===== config.mk =====
export PLATFORM = sky130hd
export DESIGN_NAME = sfade_lane
export DESIGN_NICKNAME = d
export VERILOG_FILES = /design/src/sfade_pkg.sv /design/src/sfade_lane.sv
export SDC_FILE = /design/constraint.sdc
export NUM_CORES = 1
export LEC_CHECK = 0
export ABC_AREA = 1
export BUFFER_PORTS_ARGS = -buffer_cell sky130_fd_sc_hd__buf_2
export CAP_MARGIN = 20
export CORE_UTILIZATION = 60
export DETAILED_ROUTE_END_ITERATION = 10
export PLACE_DENSITY_LB_ADDON = 0.15
export SLEW_MARGIN = 20
export SYNTH_ARGS = -nofsm -noshare
export SYNTH_HDL_FRONTEND = slang
export SYNTH_SLANG_ARGS = --single-unit

===== constraint.sdc =====
create_clock -name clk_i -period 15.1 [get_ports clk_i]
set_clock_uncertainty 0.05 [all_clocks]
set_input_delay 2.265 -clock clk_i [delete_from_list [all_inputs] [get_ports clk_i]]
set_output_delay 2.265 -clock clk_i [all_outputs]
set_load 0.02 [all_outputs]

===== src/sfade_pkg.sv =====
// shared constants, codes and types of the smootherstep light fade core
`timescale 1ns / 1ps

package sfade_pkg;

  localparam int CHANNELS      = 4;
  localparam int LEVEL_BITS    = 16;
  localparam int MAX_CHANNELS  = 4;
  localparam int SLOT_BITS     = 16;
  localparam int LEVELS_BITS   = MAX_CHANNELS * SLOT_BITS;
  localparam int TIME_BITS     = 32;
  localparam int Q_BITS        = 16;
  localparam int X_BITS        = Q_BITS + 1;
  localparam int DIV_STAGES    = Q_BITS;
  localparam int A_BITS        = 20;
  localparam int CFG_IDX_BITS  = 3;
  localparam int CFG_DATA_BITS = 64;

  localparam int IN_DATA_BITS  = 32;
  localparam int OFS_PROG      = LEVELS_BITS;
  localparam int OFS_FIN       = OFS_PROG + Q_BITS;
  localparam int OFS_CONT      = OFS_FIN + 1;
  localparam int OFS_END       = OFS_CONT + 1;
  localparam int OUT_USED      = OFS_END + LEVELS_BITS;
  localparam int OUT_DATA_BITS = ((OUT_USED + 7) / 8) * 8;

  localparam logic [X_BITS-1:0]   QONE   = {1'b1, {Q_BITS{1'b0}}};
  localparam logic [Q_BITS-1:0]   Q_FULL = {Q_BITS{1'b1}};
  localparam logic [A_BITS-1:0]   A_BASE = A_BITS'(15) << Q_BITS;
  localparam logic [A_BITS:0]     C_BASE = (A_BITS + 1)'(10) << Q_BITS;

  typedef enum logic [CFG_IDX_BITS-1:0] {
    CFG_START_TIME    = 3'd0,
    CFG_DURATION      = 3'd1,
    CFG_FLASH_MODE    = 3'd2,
    CFG_START_LEVELS  = 3'd3,
    CFG_TARGET_LEVELS = 3'd4
  } cfg_idx_e;

  typedef struct packed {
    logic              vld;
    logic              done;
    logic [Q_BITS-1:0] q;
  } div_res_t;

  typedef struct packed {
    logic              vld;
    logic              done;
    logic [Q_BITS-1:0] prog;
    logic [X_BITS-1:0] v;
  } shape_res_t;

endpackage


===== src/sfade_lane.sv =====
// one channel lane: interpolates from start to target by the shaped progress
`timescale 1ns / 1ps

module sfade_lane import sfade_pkg::*; (
  input  logic                  clk_i,
  input  logic                  ce_i,
  input  logic [LEVEL_BITS-1:0] start_i,
  input  logic [LEVEL_BITS-1:0] target_i,
  input  logic [X_BITS-1:0]     v_i,
  output logic [LEVEL_BITS-1:0] level_o
);

  localparam int P_BITS = LEVEL_BITS + X_BITS;

  logic                  up_q;
  logic [LEVEL_BITS-1:0] mag_q;
  logic [LEVEL_BITS-1:0] start_q;
  logic [P_BITS-1:0]     prod_q;
  logic [LEVEL_BITS-1:0] step;
  logic [LEVEL_BITS-1:0] level_q;

  // the user must keep levels static while items are in flight; the lane does not enforce it
  always_ff @(posedge clk_i) begin
    up_q    <= target_i >= start_i;
    mag_q   <= (target_i >= start_i) ? (target_i - start_i) : (start_i - target_i);
    start_q <= start_i;
  end

  assign step = prod_q[P_BITS-2:Q_BITS];

  always_ff @(posedge clk_i) begin
    if (ce_i) begin
      prod_q  <= P_BITS'(mag_q) * P_BITS'(v_i);
      level_q <= up_q ? (start_q + step) : (start_q - step);
    end
  end

  assign level_o = level_q;

endmodule


; Word level (Yosys, flattened, before mapping)
; Cells that the tools add are included.
[word_totals]
register_bits = 81
in_bits = 51
output_inout_bits = 16
elab_cells = 13
[classes]
n_addsub = 4
mul = 1
magnitude_cmp = 1
mux = 2
[ops]
columns = op, count
row1 = 16-bit subtractor, 3
row2 = 16-bit by 17-bit multiplier with 32-bit output, 1
row3 = 16-bit two-way mux, 2
row4 = 16-bit adder, 1
row5 = 16-bit >= comparator, 1

; Depth between registers and ports, before layout
[depth]
depth_word = 2
depth_mapped = 27
ltp_nobuf = 25

; Worst setup path before layout
; No wires, ideal clock.
[synth_path]
path_kind = input to register
start = in v_i[7]
end = reg prod_q[27] (data pin)
setup_time_ns = 0.252
arrival_time_ns = 7.060
required_ns = 14.798
path_slack_ns = 7.738
cell_stages = 25
path_buffers = 2
path_cell_list = clkbuf_1 clkbuf_1 nand2_1 fa_1 inv_1 fa_1 inv_1 fa_1 inv_1 fa_1 fa_1 inv_1 fa_1 inv_1 ha_1 nand2_1 inv_1 nand2_1 nand2_1 a21oi_1 nor2_1 nor2_1 nand2_1 nand2_1 nand2_1
[synth_between]
elab_chain_len = 1
[synth_lines]
columns = item, line_no
row1 = start: declaration, sfade_lane.sv:9  ; input logic [X_BITS-1:0] v_i,
row2 = 16-bit by 17-bit multiplier with 32-bit output, sfade_lane.sv:33  ; prod_q <= P_BITS'(mag_q) * P_BITS'(v_i);
row3 = end signal: assignment, sfade_lane.sv:33
row4 = end: declaration, sfade_lane.sv:18  ; logic [P_BITS-1:0] prod_q;
; No other way between the ends.
; A chain may end at the register's enable or synchronous reset.

; Worst setup path in the final report
[layout_path]
start = in v_i[15]
end = reg prod_q[20] (data pin)
; The elaborated chain is that of the path after synthesis.

==> results.yml <==
finish:
  syn_to_final_growth_pct: 4.87
  drive_gt1_frac: 0.0539
  final_common_cell: "nand2_1"
  diodes: 0
  multi_input_area_um2: 10300
  area.sequential_um2: 1620
  layout_common_cells: "nand2_1 (613), inv_1 (513), fa_1 (209)"
  fill_cells: 2152
  nets: 2387
logic_synthesis:
  synth_edf_count: 32
  post-synth-top-area-fraction: 0.294
  syn_nets: 2384
  syn_inst: 1979
  synth_cell_types: 44
  synthFlopType: "dfxtp_1"
  syn_avg_cell_area_um2: 7.19
  ys_async_sr_fraction: 0
  postSynthRegisterBits: 65
  ys_warn_count: 0
  yosysTopAreaCell: "fa_1"
  yosysSeqAreaShare: 0.114
  syn_area_um2: 14200
  synth_area_leaders: "fa_1 (29%), nand2_1 (16%), inv_1 (14%), ha_1 (13%), edfxtp_1 (6.8%)"
floorplanning:
  num_rows: 55
  fp.dieW_um: 156
  initial_utilization: 0.621
  dieArea_um2: 24300
  num_io_pins: 67
  die_height_um: 156
  coreArea_um2: 22900
route:
  ant_nets: 0
  via_per_inst: 5.21
  wl_per_cell_um: 15.3
  drt-initial-drc-count: 867
  routed_wl_um: 35300
  drtPass1Iterations: 6
  vias: 12000
  drc_errors: 0
job:
  maxCapViolCount: 0
clock_network:
  cts.path.max_buffers: 2
  path_clk_slew_ns: 0.06
  holdBufCountCts: 0
  clock-sinks: 65
  numCtsBuffers: 9
  cts_setup_buffers: 0
  cts_tree: "yes"
  clock-root-buffer: "clkbuf_16"
  cts-htree-levels: 3
  clk_latency_ns: 0.33
  postCtsResizedCells: 0
sta:
  worst_slew_pin_slew_ns: 0.966
  setup_tns_ns: 0
  finalHoldViolCount: 0
  max_slew_margin: 0.355
  rsz0062_at_grt: "no"
  drv_slew: 0
  timing.fmax_mhz: 138
  setup_viol: 0
  period_share: 0.481
  fin_crit_ns: 7.27
grt:
  grt.total_usage: 0.310
  grt.overflow.total: 0
  grt_antenna_before_repair: 0
  grt_max_degree: 33
  grt_pass1_wl_um: 58600
  grt_pass1_vias: 12000
worst_setup_path:
  critical_path.startpoint_type: "input port"
  crit_family: "adder cells"
  required_ns: 15.11
  critical_path.max_fanout: 16
  path_class: "input port to flip-flop"
  cp.arrival_ns: 7.28
  cp-end-kind: "flip-flop"
  cp_cell_sequence: "buf_2 -> nand2_1 -> fa_1 -> fa_1 -> inv_1 -> fa_1 -> fa_1 -> fa_1 -> inv_1 -> fa_1 -> inv_1 -> ha_1 -> nand2_1 -> nor2_1 -> inv_1 -> o21ai_0 -> inv_1 -> nand3_1 -> nand2_1"
  worst-path-buf-inv: 6
  cp_slowest_cell: "fa_1"
  crit_top_cell: "fa_1"
  cpPeakStageDelay_ns: 0.57
hold_path:
  min_path_type: "flip-flop to flip-flop"
outcome:
  status: "complete, no violations"
place:
  gp_congestion: 0.936
  dp_hpwl_um: 29200
  io_buffers: 66
==> metrics by stage <==
step | cell area [um2] | util | hold WS (ns) | std cells | worst slack, ns
final | 14900 | 0.651 | 0.557 | 2300 | 7.83
after global routing | 14900 | 0.651 | 0.583 | 2300 | 7.58
after CTS | 14900 | 0.651 | 0.565 | 2300 | 7.82
after detailed placement | 14600 | 0.638 | 0.539 | 2284 | 7.49
after global placement | 14600 | 0.638 | 0.536 | 2284 | 7.57
after floorplan | 14200 | - | 0.458 | 1979 | 7.74
==> synth_stat cells, types with 8 or more instances <==
| library cell | number |
|---|---|
| ha_1 | 145 |
| edfxtp_1 | 32 |
| inv_1 | 513 |
| dfxtp_1 | 33 |
| nor2_1 | 77 |
| nand2_1 | 613 |
| o21bai_1 | 12 |
| a21oi_1 | 69 |
| fa_1 | 209 |
| o21ai_0 | 39 |
| xor2_1 | 35 |
| xnor2_1 | 9 |
| nand3_1 | 49 |
| clkbuf_1 | 62 |
| nor3_1 | 8 |
| nand4_1 | 13 |
==> final cells by class <==
| cell class | instances | area share |
|---|---|---|
| clock buffer | 11 | 0.0170 |
| multi-input combinational | 1323 | 0.693 |
| tap | 313 | 0.0263 |
| sequential | 65 | 0.109 |
| inverter | 516 | 0.130 |
| timing repair buffer | 67 | 0.0227 |
| clock inverter | 5 | 0.00252 |
==> kinds of logic (layout without fill, tap and decap cells) <==
logic type / Yosys count / count (layout) / synth area share
simple gates: 786 / 786 / 0.222
buf+inv: 591 / 599 / 0.159
fa+ha+maj: 354 / 354 / 0.422
compound gates: 139 / 139 / 0.0553
flops: 65 / 65 / 0.114
xor+xnor: 44 / 44 / 0.0271
==> routing by layer <==
layer  vias to the layer above  GRT usage  part of all wire  wire length (um)
met5                         -          0                 0                 0
met4                         0     0.0602             0.014               488
met3                        43     0.0428             0.068              2410
met2                       405      0.535              0.49             17200
met1                      5735      0.416              0.43             15200
li1                       5789          -                 -                 -
==> worst paths after layout <==
kind | startpoint | to | slack [ns] | cells after the start
setup reg to reg | mag_q[1] | prod_q[20] | 9.12 | 18
hold / removal | prod_q[16] | level_o[0] | 0.56 | 1
setup / recovery | v_i[15] | prod_q[20] | 7.83 | 19
hold reg to reg | prod_q[16] | level_o[0] | 0.56 | 1
==> state kept, by name, summed over array words and instances, names as in the netlist <==
| name | flops |
|---|---|
| level_o | 16 |
| mag_q | 16 |
| prod_q | 16 |
| start_q | 16 |
| up_q | 1 |
Power is left out: the tool's default activity adds up to more than one toggle a clock period on the data nets, which glitch-free logic cannot reach.
