--- config.mk ---
export PLATFORM = sky130hd
export DESIGN_NAME = sfade_div
export DESIGN_NICKNAME = d
export VERILOG_FILES = /design/src/sfade_pkg.sv /design/src/sfade_div.sv
export SDC_FILE = /design/constraint.sdc
export NUM_CORES = 2
export LEC_CHECK = 0
export CORE_MARGIN = 2
export CORE_UTILIZATION = 60
export CTS_CLUSTER_DIAMETER = 50
export DETAILED_ROUTE_END_ITERATION = 6
export DONT_BUFFER_PORTS = 1
export PLACE_DENSITY = 0.73
export SLEW_MARGIN = 20
export SYNTH_ARGS = -nofsm -noshare
export SYNTH_HDL_FRONTEND = slang
export SYNTH_SLANG_ARGS = --single-unit
--- constraint.sdc ---
create_clock -name clk_i -period 7.9 [get_ports clk_i]
set_input_delay 0.395 -clock clk_i [delete_from_list [all_inputs] [get_ports clk_i]]
set_output_delay 0.395 -clock clk_i [all_outputs]
set_load 0.02 [all_outputs]
--- src/sfade_pkg.sv ---
// shared constants, codes and types of the smootherstep light fade core
`timescale 1ns / 1ps

package sfade_pkg;

  localparam int CHANNELS      = 4;
  localparam int LEVEL_BITS    = 16;
  localparam int MAX_CHANNELS  = 4;
  localparam int SLOT_BITS     = 16;
  localparam int LEVELS_BITS   = MAX_CHANNELS * SLOT_BITS;
  localparam int TIME_BITS     = 32;
  localparam int Q_BITS        = 16;
  localparam int X_BITS        = Q_BITS + 1;
  localparam int DIV_STAGES    = Q_BITS;
  localparam int A_BITS        = 20;
  localparam int CFG_IDX_BITS  = 3;
  localparam int CFG_DATA_BITS = 64;

  localparam int IN_DATA_BITS  = 32;
  localparam int OFS_PROG      = LEVELS_BITS;
  localparam int OFS_FIN       = OFS_PROG + Q_BITS;
  localparam int OFS_CONT      = OFS_FIN + 1;
  localparam int OFS_END       = OFS_CONT + 1;
  localparam int OUT_USED      = OFS_END + LEVELS_BITS;
  localparam int OUT_DATA_BITS = ((OUT_USED + 7) / 8) * 8;

  localparam logic [X_BITS-1:0]   QONE   = {1'b1, {Q_BITS{1'b0}}};
  localparam logic [Q_BITS-1:0]   Q_FULL = {Q_BITS{1'b1}};
  localparam logic [A_BITS-1:0]   A_BASE = A_BITS'(15) << Q_BITS;
  localparam logic [A_BITS:0]     C_BASE = (A_BITS + 1)'(10) << Q_BITS;

  typedef enum logic [CFG_IDX_BITS-1:0] {
    CFG_START_TIME    = 3'd0,
    CFG_DURATION      = 3'd1,
    CFG_FLASH_MODE    = 3'd2,
    CFG_START_LEVELS  = 3'd3,
    CFG_TARGET_LEVELS = 3'd4
  } cfg_idx_e;

  typedef struct packed {
    logic              vld;
    logic              done;
    logic [Q_BITS-1:0] q;
  } div_res_t;

  typedef struct packed {
    logic              vld;
    logic              done;
    logic [Q_BITS-1:0] prog;
    logic [X_BITS-1:0] v;
  } shape_res_t;

endpackage

--- src/sfade_div.sv ---
// pipelined restoring divider for elapsed * 2^16 / duration, one quotient bit per stage
`timescale 1ns / 1ps

module sfade_div import sfade_pkg::*; (
  input  logic                 clk_i,
  input  logic                 rst_ni,
  input  logic                 ce_i,
  input  logic                 vld_i,
  input  logic [TIME_BITS-1:0] now_i,
  input  logic [TIME_BITS-1:0] start_i,
  input  logic [TIME_BITS-1:0] dur_i,
  output div_res_t             res_o
);

  logic [DIV_STAGES:0]  vld_q;
  logic [DIV_STAGES:0]  done_q;
  logic [TIME_BITS-1:0] rem_q [DIV_STAGES+1];
  logic [Q_BITS-1:0]    quo_q [DIV_STAGES+1];
  logic [TIME_BITS-1:0] rem_d [DIV_STAGES+1];
  logic [Q_BITS-1:0]    quo_d [DIV_STAGES+1];
  logic [TIME_BITS-1:0] elapsed;
  logic                 done_d;

  assign elapsed = now_i - start_i;
  assign done_d  = (dur_i == '0) || (elapsed >= dur_i);

  always_comb begin
    logic [TIME_BITS:0] shifted;
    logic [TIME_BITS:0] diff;
    logic               ge;
    rem_d[0] = elapsed;
    quo_d[0] = '0;
    for (int k = 1; k <= DIV_STAGES; k++) begin
      shifted  = {rem_q[k-1], 1'b0};
      diff     = shifted - {1'b0, dur_i};
      ge       = shifted >= {1'b0, dur_i};
      rem_d[k] = ge ? diff[TIME_BITS-1:0] : shifted[TIME_BITS-1:0];
      quo_d[k] = {quo_q[k-1][Q_BITS-2:0], ge};
    end
  end

  always_ff @(posedge clk_i or negedge rst_ni) begin
    if (!rst_ni) begin
      vld_q <= '0;
    end else if (ce_i) begin
      vld_q <= {vld_q[DIV_STAGES-1:0], vld_i};
    end
  end

  always_ff @(posedge clk_i) begin
    if (ce_i) begin
      done_q <= {done_q[DIV_STAGES-1:0], done_d};
      for (int k = 0; k <= DIV_STAGES; k++) begin
        rem_q[k] <= rem_d[k];
        quo_q[k] <= quo_d[k];
      end
    end
  end

  assign res_o.vld  = vld_q[DIV_STAGES];
  assign res_o.done = done_q[DIV_STAGES];
  assign res_o.q    = quo_q[DIV_STAGES];

endmodule

Word-level counts from Yosys, hierarchy flattened
Memory sizes are Yosys's and may differ from the RTL's.
Index checks and enable logic that the tools add are counted.

word-level totals
  register bits = 34
  bits in latches = 0
  RAM bits = 816
  bits in read-only memories = 0
  output and inout bits = 18
  memories kept = 2

memory list
  name   depth  width  rd ports  clocked after Yosys merged registers in  wr ports  line             text
  rem_q  17     32     16        0                                        17        sfade_div.sv:17  logic [TIME_BITS-1:0] rem_q [DIV_STAGES+1];
  quo_q  17     16     17        0                                        17        sfade_div.sv:18  logic [Q_BITS-1:0] quo_q [DIV_STAGES+1];

operators by class
  $add $sub $neg = 17
  multipliers = 0
  div/mod/pow operators = 0
  order comparisons = 17
  equality and inequality tests = 0
  shift operators = 0
  multiplexer cells = 18
  bitwise logic cells = 0
  reduce and logical (&&, ||, !) cells = 2

operators with widths
  operator                                          number
  32-bit subtractor                                 17
  33-bit by 32-bit >= comparator with 1-bit output  16
  32-bit 2-to-1 mux                                 16
  32-bit >= comparator                              1
  32-bit logical NOT                                1
  1-bit 2-to-1 mux                                  2
  1-bit logical OR                                  1

Logic depth before layout (Yosys ltp)
  word-level depth = 3
  depth in mapped cells = 23
  depth with buffers taken out = 23

Worst setup path after synthesis
No wires, ideal clock.

  path type = input port to flip-flop
  start = input start_i[2]
  end = register done_q[0] (data pin)
  data arrival time = 3697 ps
  setup slack = 3942 ps
  stages = 22
  path buffers = 0
  path through = inv_1 ha_1 nor2b_1 o31a_1 o32a_1 a41oi_1 a21oi_1 o21ai_0 nand2_1 a21oi_1 xnor2_1 ha_1 a21o_1 a21o_1 a21o_1 a21o_1 a21oi_1 nor2b_1 o21ai_0 nand4b_1 a21oi_1 o21ai_0

on the way
  longest elaborated chain between the ends = 3

RTL lines
  what                  line             text
  start, declared       sfade_div.sv:10  input logic [TIME_BITS-1:0] start_i,
  32-bit subtractor     sfade_div.sv:24  assign elapsed = now_i - start_i;
  via elapsed[16]       sfade_div.sv:21  logic [TIME_BITS-1:0] elapsed;
  32-bit >= comparator  sfade_div.sv:25  assign done_d = (dur_i == '0) || (elapsed >= dur_i);
  1-bit logical OR      sfade_div.sv:25
  via done_d            sfade_div.sv:22  logic done_d;
  end signal, assigned  sfade_div.sv:52  done_q <= {done_q[DIV_STAGES-1:0], done_d};
  end, declared         sfade_div.sv:16  logic [DIV_STAGES:0] done_q;

The timed path passes the listed nets, and every way through them passes these cells.
A chain may end at the register's enable or synchronous reset.

==> run_results.csv <==
group,metric,value,unit
outcome,status,"finished, final reports clean",
sta,fin_ws,3.39,ns
clock_network,cts-root-buf,"clkbuf_16",
floorplan,num_io_pins,118,
clock_network,cts_buffers,99,
floorplan,start_util,0.605,
yosys,synth_top_cells_by_area,"edfxtp_1 37%, ha_1 13%, a21oi_1 4.8%",
route,route.detailed.drc,0,
global_route,grt_max_degree,543,
layout,fin_nets,6129,
yosys,netlist_area,53400,sq um
yosys,async_flop_share,0.0249,
min_path,min_path_type,"in2reg",
yosys,netlist_instances,5444,
place,dp_slack,2.73,ns
yosys,avgSynthCellArea,9.80,sq um
route,wire_per_inst,21.8,microns
sta,slew_headroom,0.305,
sta,post-route-period-util,0.571,
sta,drv_slew,0,
floorplan,die_w,302,microns
pwr,power.density,454,nW/um^2
layout,final_util,0.659,
route,drtAntennaViolNets,0,
global_route,grt_pass1_wl,225000,microns
pwr,peakVddDrop,0.364,mV
clock_network,clkTransAtPathRegs,0.05,ns
route,via_per_inst,6.37,
place,io_buffers,0,
sta,whs,0.0813,ns
flow_run,cap_violations,0,
yosys,synthFlopType,"edfxtp_1",
layout,area_delta_synth_final,8.96,%
setup_path,worstPathArrival,4.92,ns
floorplan,std_cell_rows,109,
clock_network,clock_latency,0.68,ns
floorplan,fp.dieH,302,microns
layout,final_common_cell,"edfxtp_1",
clock_network,hold_buffers,5,
setup_path,worst-setup-path-type,"in2reg",
clock_network,cts_tree,"done",
sta,setup_viol,0,
floorplan,die_area,91300,sq um
route,finalWirelength,146000,microns
sta,setup_tns,0,ns
yosys,seq_area_frac_synth,0.382,
layout,drive_gt1_frac,0.0865,
global_route,grt_overflow,0,
yosys,ys_types,91,
clock_network,htree_num_levels,3,
clock_network,postCtsSetupRepairBufs,0,
setup_path,cp-end-kind,"register",
yosys,synth_nets,6134,
setup_path,crit_end,"rem_q[0][295]",
setup_path,cp-start-kind,"primary input",
clock_network,cts_buffer_depth,3,
route,drt_pass1_iterations,6,
global_route,grt_use_total,0.316,
layout,stdcell_area,58100,sq um
yosys,synth_top_cell_by_area,"edfxtp_1",
place,place.gp.congestion,0.983,
yosys,synth_edf_count,665,
place,dp_hpwl,104000,microns
layout,layout.cells.non_filler,6693,
sta,max_freq,222,MHz
layout,fill_cells,7064,
setup_path,cp.required,8.30,ns
yosys,yosysWarnings,0,
setup_path,r2r_cells,11,
clock_network,cts_resized,0,
floorplan,core,88200,sq um
route,vias,42600,
global_route,antenna_found_initial,2,
pwr,p_leak,24.0,nW
setup_path,rrSetupSlack,3.50,ns
sta,min_period,4.51,ns
sta,hold_viol_final,0,
place,place_area,54600,sq um
setup_path,crit_path_start,"dur_i[6]",
route,drt_iter0_drc,3726,
layout,layout_common_cells,"665 x edfxtp_1, 574 x ha_1, 508 x a21oi_1",
sta,final.setup_skew,0.0257,ns
clock_network,clock-sinks,682,
sta,rsz0062_at_grt,"false",
setup_path,cp_max_fo,36,
sta,tightest_slew,1.04,ns
global_route,grt_pass1_vias,40300,
place,numPlacedInstances,6493,
setup_path,r2r-end,"rem_q[0][38]",
yosys,synth_seq_cells,682,
yosys,netlist.area_leader.share,0.374,
setup_path,r2r_start,"rem_q[0][4]",
pwr,total_power,26.4,mW
-- flip-flops by register name, summed over array words and instances, names as in the netlist --
name,flops
done_q,17
quo_q,136
rem_q,512
vld_q,17
-- cell usage after synthesis, types with 20 or more instances --
cell type,count
a21boi_0,20
nand4_1,81
clkbuf_1,132
a21o_1,286
and4_1,21
or3_1,28
and3_1,52
nand2_1,462
and2_1,31
mux2_2,211
a21oi_1,508
nand2b_1,60
o31ai_1,43
ha_1,574
o21a_1,92
o21bai_1,48
edfxtp_1,665
o21ai_0,419
nor2b_1,66
a31oi_1,47
xor2_1,176
nor4_1,29
nor3_1,71
inv_1,202
buf_2,24
nand3_1,131
o211ai_1,21
a211oi_1,41
nor2_1,329
xnor2_1,241
-- worst min path at each step --
stage                        start            end  slack (ns)  cells after the start
after CTS                 dur_i[0]  rem_q[0][448]        0.06                      2
final                     dur_i[0]  rem_q[0][448]        0.08                      2
after detailed placement    rst_ni      vld_q[16]         0.1                      0
after floorplan             rst_ni       vld_q[0]         0.1                      0
after global routing          ce_i  rem_q[0][214]        0.07                      1
after global placement      rst_ni      vld_q[16]         0.1                      0
-- layout make-up --
class                      count  area [sq um]  area share
antenna                        3          7.51    0.000129
tap                         1165          1460      0.0251
clock buffer                 119          2640      0.0453
inverter                     203           762      0.0131
multi-input combinational   4389         31600       0.544
clock inverter                68           651      0.0112
timing repair buffer          64           621      0.0107
sequential                   682         20400       0.351
-- cells by family after synthesis --
kind of cell | share of synthesized area
AO/OA/AOI/OAI | 0.204
adder cells (fa/ha/maj) | 0.141
XOR/XNOR | 0.0684
buffers and inverters | 0.0273
flip-flops | 0.382
multiplexers | 0.0505
AND/OR/NAND/NOR | 0.127
-- worst max-delay path, cell delays in order --
cell and delay, ns:
inv_1 0.54, buf_4 0.38, ha_1 0.35, nand4_1 0.12, o21ai_0 0.11, a221oi_1 0.36
nand3_1 0.22, a211oi_1 0.43, o21ai_0 0.15, a21oi_1 0.24, o21a_1 0.73, inv_2 0.48
mux2_2 0.39
-- per-layer routing --
| layer | track usage | wire length, microns | share of wire | vias to the layer above |
|---|---|---|---|---|
| met2 | 0.512 | 66500 | 0.46 | 1465 |
| li1 | - | - | - | 20600 |
| met3 | 0.0515 | 9600 | 0.066 | 342 |
| met1 | 0.416 | 62800 | 0.43 | 20200 |
| met4 | 0.145 | 7150 | 0.049 | 0 |
| met5 | 0 | 0 | 0 | - |
-- report_power, final --
part	switching [mW]	internal, mW
Clock	1.74	2.66
Combinational	8.31	6.29
Sequential	0.994	6.38
Power figures use the tool's default switching activity.
