**config.mk**
```make
export PLATFORM = sky130hd
export DESIGN_NAME = sfade_poly
export DESIGN_NICKNAME = d
export VERILOG_FILES = /design/src/sfade_pkg.sv /design/src/sfade_poly.sv
export SDC_FILE = /design/constraint.sdc
export NUM_CORES = 2
export LEC_CHECK = 0
export ABC_AREA = 0
export BUFFER_PORTS_ARGS = -buffer_cell sky130_fd_sc_hd__buf_4
export CELL_PAD_IN_SITES_DETAIL_PLACEMENT = 0
export CELL_PAD_IN_SITES_GLOBAL_PLACEMENT = 2
export CORE_AREA = 2 2 358 360
export CTS_BUF_LIST = sky130_fd_sc_hd__clkbuf_8
export DETAILED_ROUTE_END_ITERATION = 12
export DIE_AREA = 0 0 360 362
export PLACE_DENSITY_LB_ADDON = 0.3
export SLEW_MARGIN = 20
export SYNTH_ARGS = -nofsm -noshare
export SYNTH_HDL_FRONTEND = slang
export SYNTH_SLANG_ARGS = --single-unit
export TNS_END_PERCENT = 1
```
**constraint.sdc**
```tcl
create_clock -name clk_i -period 7 [get_ports clk_i]
set_input_delay 2.1 -clock clk_i [delete_from_list [all_inputs] [get_ports clk_i]]
set_output_delay 2.1 -clock clk_i [all_outputs]
set_load 0.05 [all_outputs]
```
**src/sfade_pkg.sv**
```systemverilog
// shared constants, codes and types of the smootherstep light fade core
`timescale 1ns / 1ps

package sfade_pkg;

  localparam int CHANNELS      = 4;
  localparam int LEVEL_BITS    = 16;
  localparam int MAX_CHANNELS  = 4;
  localparam int SLOT_BITS     = 16;
  localparam int LEVELS_BITS   = MAX_CHANNELS * SLOT_BITS;
  localparam int TIME_BITS     = 32;
  localparam int Q_BITS        = 16;
  localparam int X_BITS        = Q_BITS + 1;
  localparam int DIV_STAGES    = Q_BITS;
  localparam int A_BITS        = 20;
  localparam int CFG_IDX_BITS  = 3;
  localparam int CFG_DATA_BITS = 64;

  localparam int IN_DATA_BITS  = 32;
  localparam int OFS_PROG      = LEVELS_BITS;
  localparam int OFS_FIN       = OFS_PROG + Q_BITS;
  localparam int OFS_CONT      = OFS_FIN + 1;
  localparam int OFS_END       = OFS_CONT + 1;
  localparam int OUT_USED      = OFS_END + LEVELS_BITS;
  localparam int OUT_DATA_BITS = ((OUT_USED + 7) / 8) * 8;

  localparam logic [X_BITS-1:0]   QONE   = {1'b1, {Q_BITS{1'b0}}};
  localparam logic [Q_BITS-1:0]   Q_FULL = {Q_BITS{1'b1}};
  localparam logic [A_BITS-1:0]   A_BASE = A_BITS'(15) << Q_BITS;
  localparam logic [A_BITS:0]     C_BASE = (A_BITS + 1)'(10) << Q_BITS;

  typedef enum logic [CFG_IDX_BITS-1:0] {
    CFG_START_TIME    = 3'd0,
    CFG_DURATION      = 3'd1,
    CFG_FLASH_MODE    = 3'd2,
    CFG_START_LEVELS  = 3'd3,
    CFG_TARGET_LEVELS = 3'd4
  } cfg_idx_e;

  typedef struct packed {
    logic              vld;
    logic              done;
    logic [Q_BITS-1:0] q;
  } div_res_t;

  typedef struct packed {
    logic              vld;
    logic              done;
    logic [Q_BITS-1:0] prog;
    logic [X_BITS-1:0] v;
  } shape_res_t;

endpackage

```
**src/sfade_poly.sv**
```systemverilog
// four-stage smootherstep shaper 6x^5-15x^4+10x^3 in q1.16
`timescale 1ns / 1ps

module sfade_poly import sfade_pkg::*; (
  input  logic       clk_i,
  input  logic       rst_ni,
  input  logic       ce_i,
  input  div_res_t   div_i,
  output shape_res_t res_o
);

  localparam int XA_BITS = X_BITS + A_BITS;
  localparam int XX_BITS = 2 * X_BITS;

  logic [3:0]              vld_q;
  logic [3:0]              done_q;
  logic [Q_BITS-1:0]       prog_q [4];

  logic [X_BITS-1:0]       x_in;
  logic [A_BITS-1:0]       a_d;
  logic [X_BITS-1:0]       x1_q;
  logic [XA_BITS-1:0]      xa_q;
  logic [XX_BITS-1:0]      xx_q;

  logic [A_BITS:0]         c_full;
  logic [A_BITS-1:0]       c2_q;
  logic [XX_BITS-1:0]      x3p_q;

  logic [XA_BITS-1:0]      vp_q;
  logic [XA_BITS-Q_BITS-1:0] vs;
  logic [X_BITS-1:0]       v_q;

  assign x_in   = div_i.done ? QONE : {1'b0, div_i.q};
  assign a_d    = A_BASE - A_BITS'(x_in) * A_BITS'(6);
  assign c_full = C_BASE - xa_q[XA_BITS-1:Q_BITS];
  assign vs     = vp_q[XA_BITS-1:Q_BITS];

  always_ff @(posedge clk_i or negedge rst_ni) begin
    if (!rst_ni) begin
      vld_q <= '0;
    end else if (ce_i) begin
      vld_q <= {vld_q[2:0], div_i.vld};
    end
  end

  always_ff @(posedge clk_i) begin
    if (ce_i) begin
      done_q    <= {done_q[2:0], div_i.done};
      prog_q[0] <= div_i.done ? Q_FULL : div_i.q;
      for (int k = 1; k < 4; k++) begin
        prog_q[k] <= prog_q[k-1];
      end
      x1_q  <= x_in;
      xa_q  <= XA_BITS'(x_in) * XA_BITS'(a_d);
      xx_q  <= XX_BITS'(x_in) * XX_BITS'(x_in);
      c2_q  <= c_full[A_BITS-1:0];
      x3p_q <= XX_BITS'(xx_q[XX_BITS-2:Q_BITS]) * XX_BITS'(x1_q);
      vp_q  <= XA_BITS'(x3p_q[XX_BITS-2:Q_BITS]) * XA_BITS'(c2_q);
      v_q   <= (vs > (XA_BITS - Q_BITS)'(QONE)) ? QONE : vs[X_BITS-1:0];
    end
  end

  assign res_o.vld  = vld_q[3];
  assign res_o.done = done_q[3];
  assign res_o.prog = prog_q[3];
  assign res_o.v    = v_q;

endmodule

```
Word-level counts from Yosys, hierarchy flattened

Memory sizes are Yosys's and may differ from the RTL's.
Index checks and enable logic that the tools add are counted.

Bits in registers: 201
Bits in writable memories: 64
Output and inout port bits: 35
Memories: 1

Memories:

| memory | depth | width | rd ports | clocked after Yosys merged registers in | write ports | line             | source |
|---|---|---|---|---|---|---|---|
| prog_q | 4     | 16    | 4        | 0                                       | 4           | sfade_poly.sv:17 | `logic [Q_BITS-1:0] prog_q [4];` |

$add $sub $neg: 2
Multipliers: 5
$lt $le $gt $ge: 1
Mux-type cells: 4

Operators by type and width:

| kind                                                             | number |
|---|---|
| multiplier 17 x 17 -> 33 bit                                     | 2 |
| subtractor 20 bit (first input constant)                         | 2 |
| multiplier 17 x 20 -> 37 bit                                     | 1 |
| multiplier 17 x 20 -> 36 bit                                     | 1 |
| greater-than comparator 21 x 17 -> 1 bit (second input constant) | 1 |
| multiplier 17 x 2 -> 19 bit (second input constant)              | 1 |
| two-way mux 17 bit                                               | 1 |
| two-way mux 16 bit                                               | 1 |
| two-way mux 1 bit                                                | 2 |

Logic depth before layout (Yosys ltp)

Depth after elaboration: 4
Depth in mapped cells: 39
Mapped depth without buffers: 35

Worst setup path after synthesis

No wires, ideal clock.

Path kind: input port to flip-flop
Start: input div_i[16] in the netlist's numbering
End: register xa_q[33] (data pin)
Library setup time: 258 ps
Arrival time: 11440 ps
Slack: -4697 ps
Stages on the path: 36
Buffers on the path: 4
Path through: clkbuf_1 buf_2 nor2b_1 clkbuf_1 clkbuf_1 ha_1 inv_1 fa_1 xor2_1 and3_1 nor3b_1 nand3_2 nor4b_2 nand3_1 xor2_1 nor2_1 fa_1 inv_1 fa_1 fa_1 inv_1 fa_1 fa_1 inv_1 fa_1 inv_1 ha_1 nand4_1 or2_2 a211oi_1 o21ai_0 a31oi_1 a21oi_1 o221ai_1 a21oi_1 xnor2_1

Longest elaborated chain between the ends: 4

RTL lines:

| element                          | line             | source |
|---|---|---|
| start, declared                  | sfade_poly.sv:8  | `input div_res_t div_i,` |
| two-way mux 17 bit (*)           | sfade_poly.sv:33 | `assign x_in = div_i.done ? QONE : {1'b0, div_i.q};` |
| net x_in[1]                      | sfade_poly.sv:19 | `logic [X_BITS-1:0] x_in;` |
| multiplier 17 x 2 -> 19 bit      | sfade_poly.sv:34 | `assign a_d = A_BASE - A_BITS'(x_in) * A_BITS'(6);` |
| subtractor 20 bit                | sfade_poly.sv:34 |  |
| multiplier 17 x 20 -> 36 bit (*) | sfade_poly.sv:54 | `xa_q <= XA_BITS'(x_in) * XA_BITS'(a_d);` |
| end signal, assigned             | sfade_poly.sv:54 |  |
| end, declared                    | sfade_poly.sv:22 | `logic [XA_BITS-1:0] xa_q;` |

The timed path passes the listed nets; every way through them passes the cells marked *.
A chain may end at the register's enable or synchronous reset.

Final worst setup path

Start: input div_i[16] in the netlist's numbering
End: register xa_q[35] (data pin)

Longest elaborated chain between the ends: 4

RTL lines:

| element                          | line |
|---|---|
| two-way mux 17 bit (*)           | sfade_poly.sv:33 |
| multiplier 17 x 2 -> 19 bit      | sfade_poly.sv:34 |
| subtractor 20 bit                | sfade_poly.sv:34 |
| multiplier 17 x 20 -> 36 bit (*) | sfade_poly.sv:54 |

Mark *: on every way between the ends. The rest lies on a longest branch, timed or not.

==> summary.md <==
| Metric | Value |
|---|---|
| CP top delay family | adder cells |
| Placed inst area | 0.0503 mm2 |
| Final instance area | 0.0518 mm2 |
| Most used DFF post-synth | edfxtp_1 |
| Count leader, synth | inv_1 |
| Input/output buffers | 55 |
| Chip width | 360 um |
| Final Hold Slack | 409 ps |
| Setup CP Type | primary input to register |
| Worst-Margin Slew | 836 ps |
| Critical path endpoint category | register |
| Seq/Total Area, Yosys | 0.136 |
| Most frequent cells after synthesis | inv_1 (1163), fa_1 (935), nand2_1 (681) |
| Layout Area Growth over Synthesis | 17.7% |
| Mux contribution to synthesized area | 0.00125 |
| Routability cong. | 0.820 |
| Ranking of synthesized cells by area | fa_1 (43%), edfxtp_1 (13%), ha_1 (12%), inv_1 (9.9%), nand2_1 (5.8%) |
| Share of the synthesized area in the top cell type | 0.425 |
| Synthesized flop and latch total | 200 |
| Clk_skew | 30.2 ps |
| Initial antenna violation count | 8 |
| Syn_area_per_cell | 9.64 um2 |
| Failing checks | negative setup slack |
| Detailed Route WL | 123000 um |
| Synth warn | 0 |
| Fin. Hold Viols | 0 |
| Fill cell count | 12701 |
| H-tree depth | 4 |
| Post-DR wirelength/cell | 18.3 um |
| Buf+Inv Stages, Crit Path | 10 |
| Largest stage delay, worst path | 560 ps |
| Clk_lat worst skew | 640 ps |
| Pin count of the biggest net entering global routing | 86 |
| CTS Buf Count | 17 |
| Rel. slew slack | 0.443 |
| Startpoint types | primary input |
| Clock Pin Slew Worst Setup and Hold Paths | 130 ps |
| Fin crit share | 1.36 |
| Core Util, Final | 0.409 |
| Total grt overflow | 0 |
| EDFF count, synth | 196 |
| Worst path slowest cell | or4b_4 |
| Mapped cell area | 0.0440 mm2 |
| Synthesized instance count | 4565 |
| XOR/XNOR Fraction of Synth Area | 0.0296 |
| Final Max Slew Viols | 0 |
| Setup violators final | 37 |
| Unrepaired setup endpoints after global routing | yes |
| Crit path required time | 7380 ps |
| Max FO, Critical Path | 8 |
| CORE AREA | 0.127 mm2 |
| FFs w/ async S/R, synth | 0.0200 |
| Clock sinks | 200 |
| Hold WC Path Type | register to register |
| First-pass GRT wire length | 196000 um |
| I/O pin count | 56 |
| Largest family of logic cells by synthesized area | adder cells |
| Pre-antenna DRT Iters | 5 |
| Critical Path AT | 9910 ps |
| Final worst slack | -2540 ps |
| Root buffer cell | clkbuf_8 |
| CTS tree | yes |
| Hold Buf Count CTS | 0 |
| Total GRT Usage | 0.198 |
| Detailed Place HPWL | 103000 um |
| Final ANT Viol Nets | 0 |
| 1st-iter DRT viols | 1433 |
| Status | finished with violations |
| Share of post-route cells with drive strength above 1 | 0.165 |
| Starting Density | 0.347 |
| Vias per cell | 4.53 |
| Distinct cell type count of the synthesized netlist | 83 |
| CTS max path bufs | 2 |
| F_max | 0.105 GHz |
| Post-synthesis simple-gate area fraction | 0.136 |
| Rows | 131 |
| Post-Synth Adder-Cell Area | 0.547 |
| Die H | 362 um |
| Die ar. | 0.130 mm2 |
| Post-layout min period | 9540 ps |
| Total number of vias | 30547 |
| Cell taking the most area after synthesis | fa_1 |
| Compound-gate portion of the synthesized area | 0.0354 |
| Vias in the first global route | 34005 |
| Most used cell, CP | fa_1 |
| Drt drc | 0 |
| Fin nets | 6446 |
| Max-cap viol count | 0 |
## through the flow
| step | std cells | setup WS [ps] | setup TNS [ps] |
|---|---|---|---|
| floorplan | 4591 | -3460 | -83070 |
| global placement | 6658 | -3390 | -91480 |
| detailed placement | 6658 | -3420 | -92420 |
| CTS | 6718 | -2450 | -57820 |
| global route | 6741 | -2840 | -69860 |
| finish | 6742 | -2540 | -59130 |
## timing repair
| item | CTS | global route |
|---|---|---|
| gates resized for setup | 79 | 68 |
| endpoints found under the setup margin | 37 | 42 |
| gates cloned | 1 | 0 |
| setup buffers | 27 | 21 |
| pin swaps | 82 | 72 |
| hold endpoints to repair | 0 | 0 |
## sequential cells by signal, indices dropped and copies added (netlist names)
name and cells:
xa_q 20, done_q 4, c2_q 20, v_q 17, xx_q 17, x3p_q 17, x1_q 16, prog_q 64
vp_q 21, vld_q 4
## cell usage in the layout (no fill, tap or decap), types with 19 or more instances in the layout
cell / n
a21o_1: 34
a21oi_1: 55
and2_1: 260
buf_4: 587
conb_1: 28
edfxtp_1: 196
fa_1: 926
ha_1: 409
inv_1: 1158
nand2_1: 671
nand2b_1: 22
nor2_1: 142
nor2_2: 20
nor2b_1: 26
nor3_1: 22
o21ai_0: 30
or2_2: 19
xnor2_1: 79
xor2_1: 43
## routing by layer
layer / vias to the layer above / wire [um] / track usage
li1: 14458 / - / -
met1: 15499 / 58100 / 0.271
met2: 490 / 57800 / 0.329
met3: 100 / 4820 / 0.0284
met4: 0 / 2620 / 0.0489
met5: - / 0 / 0
## worst paths after layout
path | from | endpoint | slack [ps] | cells past startpoint
hold reg to reg | prog_q[0][13] | prog_q[1][13] | 410 | 0
hold / removal | prog_q[0][13] | prog_q[1][13] | 410 | 0
setup / recovery | div_i[16] | xa_q[35] | -2540 | 38
max in group asynchronous | rst_ni | vld_q[3] | 5650 | 1
setup reg to reg | x3p_q[23] | vp_q[25] | 300 | 23
min in group asynchronous | rst_ni | vld_q[0] | 1260 | 1
## cells by family (layout without fill, tap and decap cells)
| group | count (synthesis) | count (layout) |
|---|---|---|
| flops | 200 | 200 |
| xor+xnor | 142 | 142 |
| simple gates | 1283 | 1283 |
| other cells | 2 | 31 |
| buf+inv | 1336 | 1822 |
| fa+ha+maj | 1361 | 1361 |
| mux | 5 | 5 |
| compound gates | 236 | 236 |
## layout make-up
class | instances | area, um2 | share of cell area
Antenna cell | 3 | 7.51 | 0.000145
Clock buffer | 17 | 234 | 0.00452
Clock inverter | 15 | 170 | 0.00328
Inverter | 1167 | 4380 | 0.0846
Multi-Input combinational cell | 3055 | 33900 | 0.655
Sequential cell | 200 | 5990 | 0.116
Tap cell | 1662 | 2080 | 0.0401
Timing Repair Buffer | 623 | 4990 | 0.0964
Power is left out: the tool's default activity adds up to more than one toggle a clock period on the data nets, which glitch-free logic cannot reach.
